<file path="src/hw/rtl/pee_pkg.sv">
`default_nettype none

package pee_pkg;

   localparam int STACK_DEPTH = 16;
   localparam int CNT_W       = $clog2(STACK_DEPTH + 1);
   localparam int ADDR_W      = (STACK_DEPTH > 1) ? $clog2(STACK_DEPTH) : 1;

   localparam logic [2:0] KIND_OPEN   = 3'd0;
   localparam logic [2:0] KIND_CLOSE  = 3'd1;
   localparam logic [2:0] KIND_PLUS   = 3'd2;
   localparam logic [2:0] KIND_TIMES  = 3'd3;
   localparam logic [2:0] KIND_NUMBER = 3'd4;

   localparam logic [1:0] ST_OK        = 2'd0;
   localparam logic [1:0] ST_MALFORMED = 2'd1;
   localparam logic [1:0] ST_OVERFLOW  = 2'd2;

   typedef struct packed {
      logic [2:0]         token_kind;
      logic signed [31:0] token_value;
      logic               last_token;
   } req_type;

   typedef struct packed {
      logic signed [31:0] result_value;
      logic [1:0]         status;
   } rsp_type;

   typedef struct packed {
      logic        op_valid;
      logic        op_times;
      logic        acc_valid;
      logic [31:0] acc;
   } frame_type;

   localparam int FRAME_W = $bits(frame_type);

endpackage

`default_nettype wire

</file>
<file path="src/hw/rtl/pee_ram.sv">
`default_nettype none

module pee_ram #(
   parameter int WIDTH = 8,
   parameter int DEPTH = 16
) (
   input  wire logic                             clock,
   input  wire logic                             wr_en,
   input  wire logic [$clog2(DEPTH > 1 ? DEPTH : 2)-1:0] wr_addr,
   input  wire logic [WIDTH-1:0]                 wr_data,
   input  wire logic [$clog2(DEPTH > 1 ? DEPTH : 2)-1:0] rd_addr,
   output logic      [WIDTH-1:0]                 rd_data
);

   logic [WIDTH-1:0] mem [DEPTH];

   always_ff @(posedge clock) begin
      if (wr_en) begin
         mem[wr_addr] <= wr_data;
      end
      rd_data <= mem[rd_addr];
   end

endmodule

`default_nettype wire

</file>
<file path="src/hw/rtl/pee_fold.sv">
`default_nettype none

module pee_fold
   import pee_pkg::*;
(
   input  wire frame_type   frame_in,
   input  wire logic [31:0] operand,
   output frame_type        frame_out,
   output logic             bad
);

   logic [31:0] prod;
   logic [31:0] sum;

   assign prod = frame_in.acc * operand;
   assign sum  = frame_in.acc + operand;
   assign bad  = !frame_in.op_valid;

   always_comb begin
      frame_out           = frame_in;
      frame_out.acc_valid = 1'b1;
      if (!frame_in.acc_valid) begin
         frame_out.acc = operand;
      end else if (frame_in.op_times) begin
         frame_out.acc = prod;
      end else begin
         frame_out.acc = sum;
      end
   end

endmodule

`default_nettype wire

</file>
<file path="src/hw/rtl/prefix_expression_evaluator.sv">
// channel | direction | ports                            | moves
// req     | in        | req_valid, req_stall, req_data   | one token per request
// rsp     | out       | rsp_valid, rsp_stall, rsp_data   | value and status per expression
//
// One token per cycle while req_stall is low; a result appears the cycle after the last token is taken.
// Top and parent frames sit in registers; deeper frames live in a RAM whose
// registered read always prefetches the frame below the parent.
// Synchronous reset clears the stack depth, top-level value and sticky status.
// req_stall rises only while a result is held and rsp_stall is high.
`default_nettype none

module prefix_expression_evaluator
   import pee_pkg::*;
(
   input  wire logic    clock,
   input  wire logic    reset,
   input  wire logic    req_valid,
   output logic         req_stall,
   input  wire req_type req_data,
   output logic         rsp_valid,
   input  wire logic    rsp_stall,
   output rsp_type      rsp_data
);

   logic [CNT_W-1:0] count_ff, count_in;
   frame_type        top_ff, top_in;
   frame_type        par_ff, par_in;
   logic [31:0]      top_value_ff, top_value_in;
   logic             top_valid_ff, top_valid_in;
   logic [1:0]       err_ff, err_in;
   logic             rsp_valid_ff, rsp_valid_in;
   rsp_type          rsp_ff, rsp_in;
   logic             fwd_sel_ff;
   frame_type        fwd_data_ff;

   logic             req_fire;
   logic             is_close;
   frame_type        fold_src;
   logic [31:0]      fold_opnd;
   frame_type        fold_out;
   logic             fold_bad;
   frame_type        par_fetch;
   logic [FRAME_W-1:0] ram_rd;
   logic             wr_en;
   logic [CNT_W-1:0] wr_cnt;
   logic [CNT_W-1:0] rd_cnt;
   logic [ADDR_W-1:0] wr_addr;
   logic [ADDR_W-1:0] rd_addr;
   logic [1:0]       status;

   assign req_fire  = req_valid && !req_stall;
   assign req_stall = rsp_valid_ff && rsp_stall;
   assign rsp_valid = rsp_valid_ff;
   assign rsp_data  = rsp_ff;

   assign is_close  = (req_data.token_kind == KIND_CLOSE);
   assign fold_src  = is_close ? par_ff : top_ff;
   assign fold_opnd = is_close ? top_ff.acc : req_data.token_value;

   pee_fold u_fold (
      .frame_in  (fold_src),
      .operand   (fold_opnd),
      .frame_out (fold_out),
      .bad       (fold_bad)
   );

   assign wr_cnt  = count_ff - CNT_W'(2);
   assign rd_cnt  = count_in - CNT_W'(3);
   assign wr_addr = wr_cnt[ADDR_W-1:0];
   assign rd_addr = rd_cnt[ADDR_W-1:0];

   pee_ram #(
      .WIDTH (FRAME_W),
      .DEPTH (STACK_DEPTH)
   ) u_stack (
      .clock   (clock),
      .wr_en   (wr_en),
      .wr_addr (wr_addr),
      .wr_data (par_ff),
      .rd_addr (rd_addr),
      .rd_data (ram_rd)
   );

   assign par_fetch = fwd_sel_ff ? fwd_data_ff : frame_type'(ram_rd);

   always_comb begin
      count_in     = count_ff;
      top_in       = top_ff;
      par_in       = par_ff;
      top_value_in = top_value_ff;
      top_valid_in = top_valid_ff;
      err_in       = err_ff;
      wr_en        = 1'b0;
      status       = ST_OK;
      rsp_in       = rsp_ff;
      rsp_valid_in = rsp_valid_ff && rsp_stall;

      if (req_fire) begin
         if (err_ff == ST_OK) begin
            case (req_data.token_kind)
               KIND_OPEN: begin
                  if ((count_ff == '0 && top_valid_ff) ||
                      (count_ff != '0 && !top_ff.op_valid)) begin
                     err_in = ST_MALFORMED;
                  end else if (count_ff >= CNT_W'(STACK_DEPTH)) begin
                     err_in = ST_OVERFLOW;
                  end else begin
                     wr_en    = (count_ff >= CNT_W'(2));
                     par_in   = top_ff;
                     top_in   = '0;
                     count_in = count_ff + CNT_W'(1);
                  end
               end
               KIND_PLUS, KIND_TIMES: begin
                  if (count_ff == '0 || top_ff.op_valid) begin
                     err_in = ST_MALFORMED;
                  end else begin
                     top_in.op_valid = 1'b1;
                     top_in.op_times = (req_data.token_kind == KIND_TIMES);
                  end
               end
               KIND_NUMBER: begin
                  if (count_ff == '0) begin
                     if (top_valid_ff) begin
                        err_in = ST_MALFORMED;
                     end else begin
                        top_value_in = req_data.token_value;
                        top_valid_in = 1'b1;
                     end
                  end else if (fold_bad) begin
                     err_in = ST_MALFORMED;
                  end else begin
                     top_in = fold_out;
                  end
               end
               KIND_CLOSE: begin
                  if (count_ff == '0 || !top_ff.op_valid || !top_ff.acc_valid) begin
                     err_in = ST_MALFORMED;
                  end else begin
                     count_in = count_ff - CNT_W'(1);
                     if (count_ff == CNT_W'(1)) begin
                        if (top_valid_ff) begin
                           err_in = ST_MALFORMED;
                        end else begin
                           top_value_in = top_ff.acc;
                           top_valid_in = 1'b1;
                        end
                     end else if (fold_bad) begin
                        err_in = ST_MALFORMED;
                     end else begin
                        top_in = fold_out;
                        par_in = par_fetch;
                     end
                  end
               end
               default: begin
                  err_in = ST_MALFORMED;
               end
            endcase
         end

         if (req_data.last_token) begin
            if (err_in == ST_OK && (count_in != '0 || !top_valid_in)) begin
               status = ST_MALFORMED;
            end else begin
               status = err_in;
            end
            rsp_in.status       = status;
            rsp_in.result_value = (status == ST_OK) ? top_value_in : '0;
            rsp_valid_in        = 1'b1;
            count_in            = '0;
            top_value_in        = '0;
            top_valid_in        = 1'b0;
            err_in              = ST_OK;
         end
      end
   end

   always_ff @(posedge clock) begin
      if (reset) begin
         count_ff     <= '0;
         top_value_ff <= '0;
         top_valid_ff <= 1'b0;
         err_ff       <= ST_OK;
         rsp_valid_ff <= 1'b0;
         fwd_sel_ff   <= 1'b0;
      end else begin
         count_ff     <= count_in;
         top_value_ff <= top_value_in;
         top_valid_ff <= top_valid_in;
         err_ff       <= err_in;
         rsp_valid_ff <= rsp_valid_in;
         fwd_sel_ff   <= wr_en && (wr_addr == rd_addr);
      end
      top_ff      <= top_in;
      par_ff      <= par_in;
      rsp_ff      <= rsp_in;
      fwd_data_ff <= par_ff;
   end

endmodule

`default_nettype wire

</file>
<file path="config.mk">
export PLATFORM = sky130hd
export DESIGN_NAME = prefix_expression_evaluator
export DESIGN_NICKNAME = d
export VERILOG_FILES = /design/src/hw/rtl/pee_pkg.sv /design/src/hw/rtl/pee_ram.sv /design/src/hw/rtl/pee_fold.sv /design/src/hw/rtl/prefix_expression_evaluator.sv
export SDC_FILE = /design/constraint.sdc
export NUM_CORES = 2
export LEC_CHECK = 0
export ABC_CLOCK_PERIOD_IN_PS = 10800
export CAP_MARGIN = 20
export CORE_MARGIN = 5
export CORE_UTILIZATION = 50
export CTS_CLUSTER_SIZE = 16
export DETAILED_ROUTE_END_ITERATION = 12
export DONT_BUFFER_PORTS = 1
export PLACE_DENSITY = 0.76
export SETUP_SLACK_MARGIN = 0.05
export SYNTH_ARGS = -nofsm -noshare
export SYNTH_HDL_FRONTEND = slang
export SYNTH_SLANG_ARGS = --single-unit
</file>
<file path="constraint.sdc">
create_clock -name clock -period 10.8 [get_ports clock]
set_clock_uncertainty 0.05 [all_clocks]
set_input_delay 0.54 -clock clock [delete_from_list [all_inputs] [get_ports clock]]
set_output_delay 0.54 -clock clock [all_outputs]
set_load 0.02 [all_outputs]
</file>
==> results.txt <==
----------------------------------------------------
[Logic synthesis]
  Post-Synth Simple-Gate Area ... 8.692%
  Nets in the synthesized netlist ... 4405
  Top flip-flop cell by instance count after synthesis ... sky130_fd_sc_hd__edfxtp_1
  Gate count after technology mapping ... 3792
  Share of synthesized flip-flops with an asynchronous set or reset ... 0%
  Post-synth design cell area ... 47720 um^2
  Post-Synth Adder-Cell Area ... 21.46%
  Synth Area in Compound Gates ... 6.030%
  Flip-flop and latch count after synthesis ... 776
  Mux contribution to synthesized area ... 9.678%
  Count of distinct cell types in the synthesized netlist ... 79
  Top cells by area, synth ... sky130_fd_sc_hd__edfxtp_1, sky130_fd_sc_hd__fa_1, sky130_fd_sc_hd__mux4_2, sky130_fd_sc_hd__dfxtp_1, sky130_fd_sc_hd__ha_1
  Mean area per synthesized cell ... 12.58 um^2
  Yosys Warn Count ... 0
  Post-synthesis share of cell area spent on xor and xnor gates ... 2.381%
  EDFF count, synth ... 664
  Share of synthesized area occupied by flip-flops and latches ... 46.48%
  Most area-hungry cell type in the Yosys netlist ... sky130_fd_sc_hd__edfxtp_1
  Dominant combinational cell family by area after synthesis ... adder cells
  Post-synth top area share ... 41.78%

[GRT]
  Total congestion overflow ... 0
  Via count of the first global-routing pass ... 32280
  Overall global routing resource usage ... 27.85%
  Number of antenna violations at the first check in global routing ... 6
  Largest net degree at the start of global routing ... 108
  Wire length of the first global-routing pass ... 212.0 mm

[Worst setup path]
  Worst r2r src ... top_ff[4]
  Critical R2R Capture ... top_ff[28]
  Largest fanout of any net on the critical path ... 46
  Crit path kind ... in -> reg
  Internal reg-to-reg setup slack ... 1570 ps
  Critical Path AT ... 9650 ps
  Endpoint kind of the worst setup timing path ... register
  Req. time, crit path ... 11120 ps
  Critical path launch point type ... primary input
  Reg2reg path depth ... 25

[Route]
  DR pass1 iterations ... 6
  Routed len/inst ... 27.83 um
  Routed wire length ... 142.6 mm
  Number of routed nets with antenna violations ... 0
  Post-detailed-route DRC marker count ... 0
  DRC marker count from the first detailed-route iteration ... 4602
  Count of vias placed by the detailed router ... 31880
  Detailed-route vias per instance ... 6.222

[Finish]
  Area growth from synthesis to layout ... 9.011%
  Nets ... 4404
  Layout cells sized above 1 ... 11.46%
  Commonest cells after routing, fill and taps aside ... sky130_fd_sc_hd__edfxtp_1, sky130_fd_sc_hd__nand2_1, sky130_fd_sc_hd__inv_1
  Most common library cell in the layout ignoring fill and taps ... sky130_fd_sc_hd__edfxtp_1

[Clock network]
  Depth of the CTS H-tree ... 3
  CTS root buffer ... sky130_fd_sc_hd__clkbuf_16
  Clock network latency to the later pin of the worst-skew pair ... 630 ps
  Number of clock buffers inserted by TritonCTS ... 78
  Number of hold buffers added after cts ... 2
  TritonCTS clock tree ... done
  Gates resized, CTS repair ... 0
  Clk sinks ... 776
  Largest buffer count on any clock path ... 3
  Number of buffers inserted by post-CTS setup repair ... 0
  Clock Pin Slew Worst Setup and Hold Paths ... 70 ps

[Placed design]
  Half-perimeter wire length after detailed placement ... 96.22 mm
  Global placer's final weighted congestion ... 1.037
  Port Buffers ... 0

[Die]
  Core box area ... 94870 um^2
  Horizontal extent of the die ... 318.9 um
  I/O pin cnt ... 76
  Die Footprint ... 101700 um^2
  Initial core utilization ... 50.30%
  Row cnt ... 113
  Die extent in y ... 318.9 um

[Timing]
  Highest attainable clock frequency ... 107.1 MHz
  Setup TNS Final ... 0 ps
  Share of the cycle needed by the critical path after routing ... 86.44%
  Worst max-slew margin expressed relative to the limit ... 15.91%
  Endpoints failing hold ... 0
  # setup viols final ... 0
  Final critical path time including I/O delays and setup ... 9336 ps
  RSZ-0062 raised after global routing ... no
  Slew at the pin closest to its max-slew limit ... 1261 ps
  Slew Limit Fails ... 0

[Status]
  Result of the run ... complete, no violations

[Min path]
  Worst min-delay path startpoint ... reset
  Worst min-delay path category ... in -> reg
  Hold path cells ... 3
  Worst min-delay path endpoint ... fwd_sel_ff

[Job]
  Number of max-capacitance violations reported ... 0

----------------------------------------------------
==> kinds of logic (layout without fill, tap and decap cells) <==
kind of cell | count (synthesis) | count (layout)
mux | 242 | 242
simple gates | 985 | 985
flops | 776 | 776
buf+inv | 639 | 703
compound gates | 451 | 451
xor+xnor | 126 | 126
other cells | 0 | 3
fa+ha+maj | 573 | 573
==> synth_stat cells, types with 41 or more instances <==
| library cell | instances |
|---|---|
| sky130_fd_sc_hd__mux2i_1 | 64 |
| sky130_fd_sc_hd__mux4_2 | 175 |
| sky130_fd_sc_hd__dfxtp_1 | 112 |
| sky130_fd_sc_hd__nor2b_1 | 44 |
| sky130_fd_sc_hd__a22oi_1 | 66 |
| sky130_fd_sc_hd__nor2_1 | 358 |
| sky130_fd_sc_hd__inv_1 | 444 |
| sky130_fd_sc_hd__a21oi_1 | 95 |
| sky130_fd_sc_hd__edfxtp_1 | 664 |
| sky130_fd_sc_hd__o21ai_0 | 135 |
| sky130_fd_sc_hd__fa_1 | 409 |
| sky130_fd_sc_hd__nand2_1 | 448 |
| sky130_fd_sc_hd__xnor2_1 | 83 |
| sky130_fd_sc_hd__ha_1 | 164 |
| sky130_fd_sc_hd__clkbuf_1 | 133 |
| sky130_fd_sc_hd__xor2_1 | 41 |
==> state kept, by name, summed over array words and instances, names as in the netlist, 5 cells and up <==
name	flops
top_value_ff	32
rsp_data	34
u_stack.rd_data	35
u_stack.mem	560
par_ff	35
fwd_data_ff	35
count_ff	5
top_ff	35
==> stage by stage <==
| stage | hold WS (ps) | cells | utilization, % | area, um^2 | worst slack [ps] |
|---|---|---|---|---|---|
| after global routing | 34.27 | 5121 | 54.83 | 52010 | 1179 |
| after floorplan | 428.5 | 3792 | - | 47720 | 1545 |
| final | 37.70 | 5124 | 54.83 | 52020 | 1464 |
| after CTS | 2.042 | 5119 | 54.78 | 51970 | 1667 |
| after detailed placement | 453.5 | 4972 | 52.00 | 49330 | 1042 |
| after global placement | 439.5 | 4972 | 52.00 | 49330 | 1153 |
==> area by class of cell <==
type / count / area, um^2
clock inverter: 46 / 465.4
antenna: 3 / 7.507
clock buffer: 99 / 2142
inverter: 466 / 1749
timing repair buffer: 92 / 745.7
sequential: 776 / 22180
fill: 7491 / 42850
multi-input combinational: 2377 / 23150
tap: 1265 / 1583
==> how the worst max path moves through the flow <==
| stage | startpoint | end | depth (start not counted) |
|---|---|---|---|
| 2_1_floorplan | req_data[33] | top_ff[29] | 32 |
| 3_3_place_gp | req_data[33] | top_ff[28] | 26 |
| 3_5_place_dp | req_data[33] | top_ff[24] | 26 |
| 4_1_cts | req_data[33] | top_ff[24] | 26 |
| 5_1_grt | req_data[33] | top_ff[28] | 26 |
| 6_report | req_data[33] | top_ff[28] | 26 |
==> critical path, cell delays in order <==
cell                        delay (ps)
sky130_fd_sc_hd__or3b_4            650
sky130_fd_sc_hd__mux2i_2           780
sky130_fd_sc_hd__clkinv_1          590
sky130_fd_sc_hd__ha_1              460
sky130_fd_sc_hd__fa_1              510
sky130_fd_sc_hd__inv_1              50
sky130_fd_sc_hd__fa_1              390
sky130_fd_sc_hd__fa_1              520
sky130_fd_sc_hd__inv_1              60
sky130_fd_sc_hd__fa_1              540
sky130_fd_sc_hd__ha_1              230
sky130_fd_sc_hd__ha_1              270
sky130_fd_sc_hd__inv_1              40
sky130_fd_sc_hd__fa_1              480
sky130_fd_sc_hd__inv_1              50
sky130_fd_sc_hd__fa_1              440
sky130_fd_sc_hd__ha_1              340
sky130_fd_sc_hd__a2111oi_0         430
sky130_fd_sc_hd__o21ai_0           290
sky130_fd_sc_hd__a32oi_1           430
sky130_fd_sc_hd__o21ai_0           550
sky130_fd_sc_hd__a31oi_1           420
sky130_fd_sc_hd__nor2b_1           200
sky130_fd_sc_hd__xnor2_1            80
sky130_fd_sc_hd__o21ai_0           150
sky130_fd_sc_hd__o21ai_0           100
==> metal layers <==
layer / track usage (%) / share of wire [%]
met5: 0 / 0.020
met3: 7.990 / 13
met4: 11.68 / 5.4
met2: 42.38 / 44
met1: 38.11 / 37
Power is not shown: default switching activity piles up to over one toggle a cycle in this logic, so the estimate is an artifact.
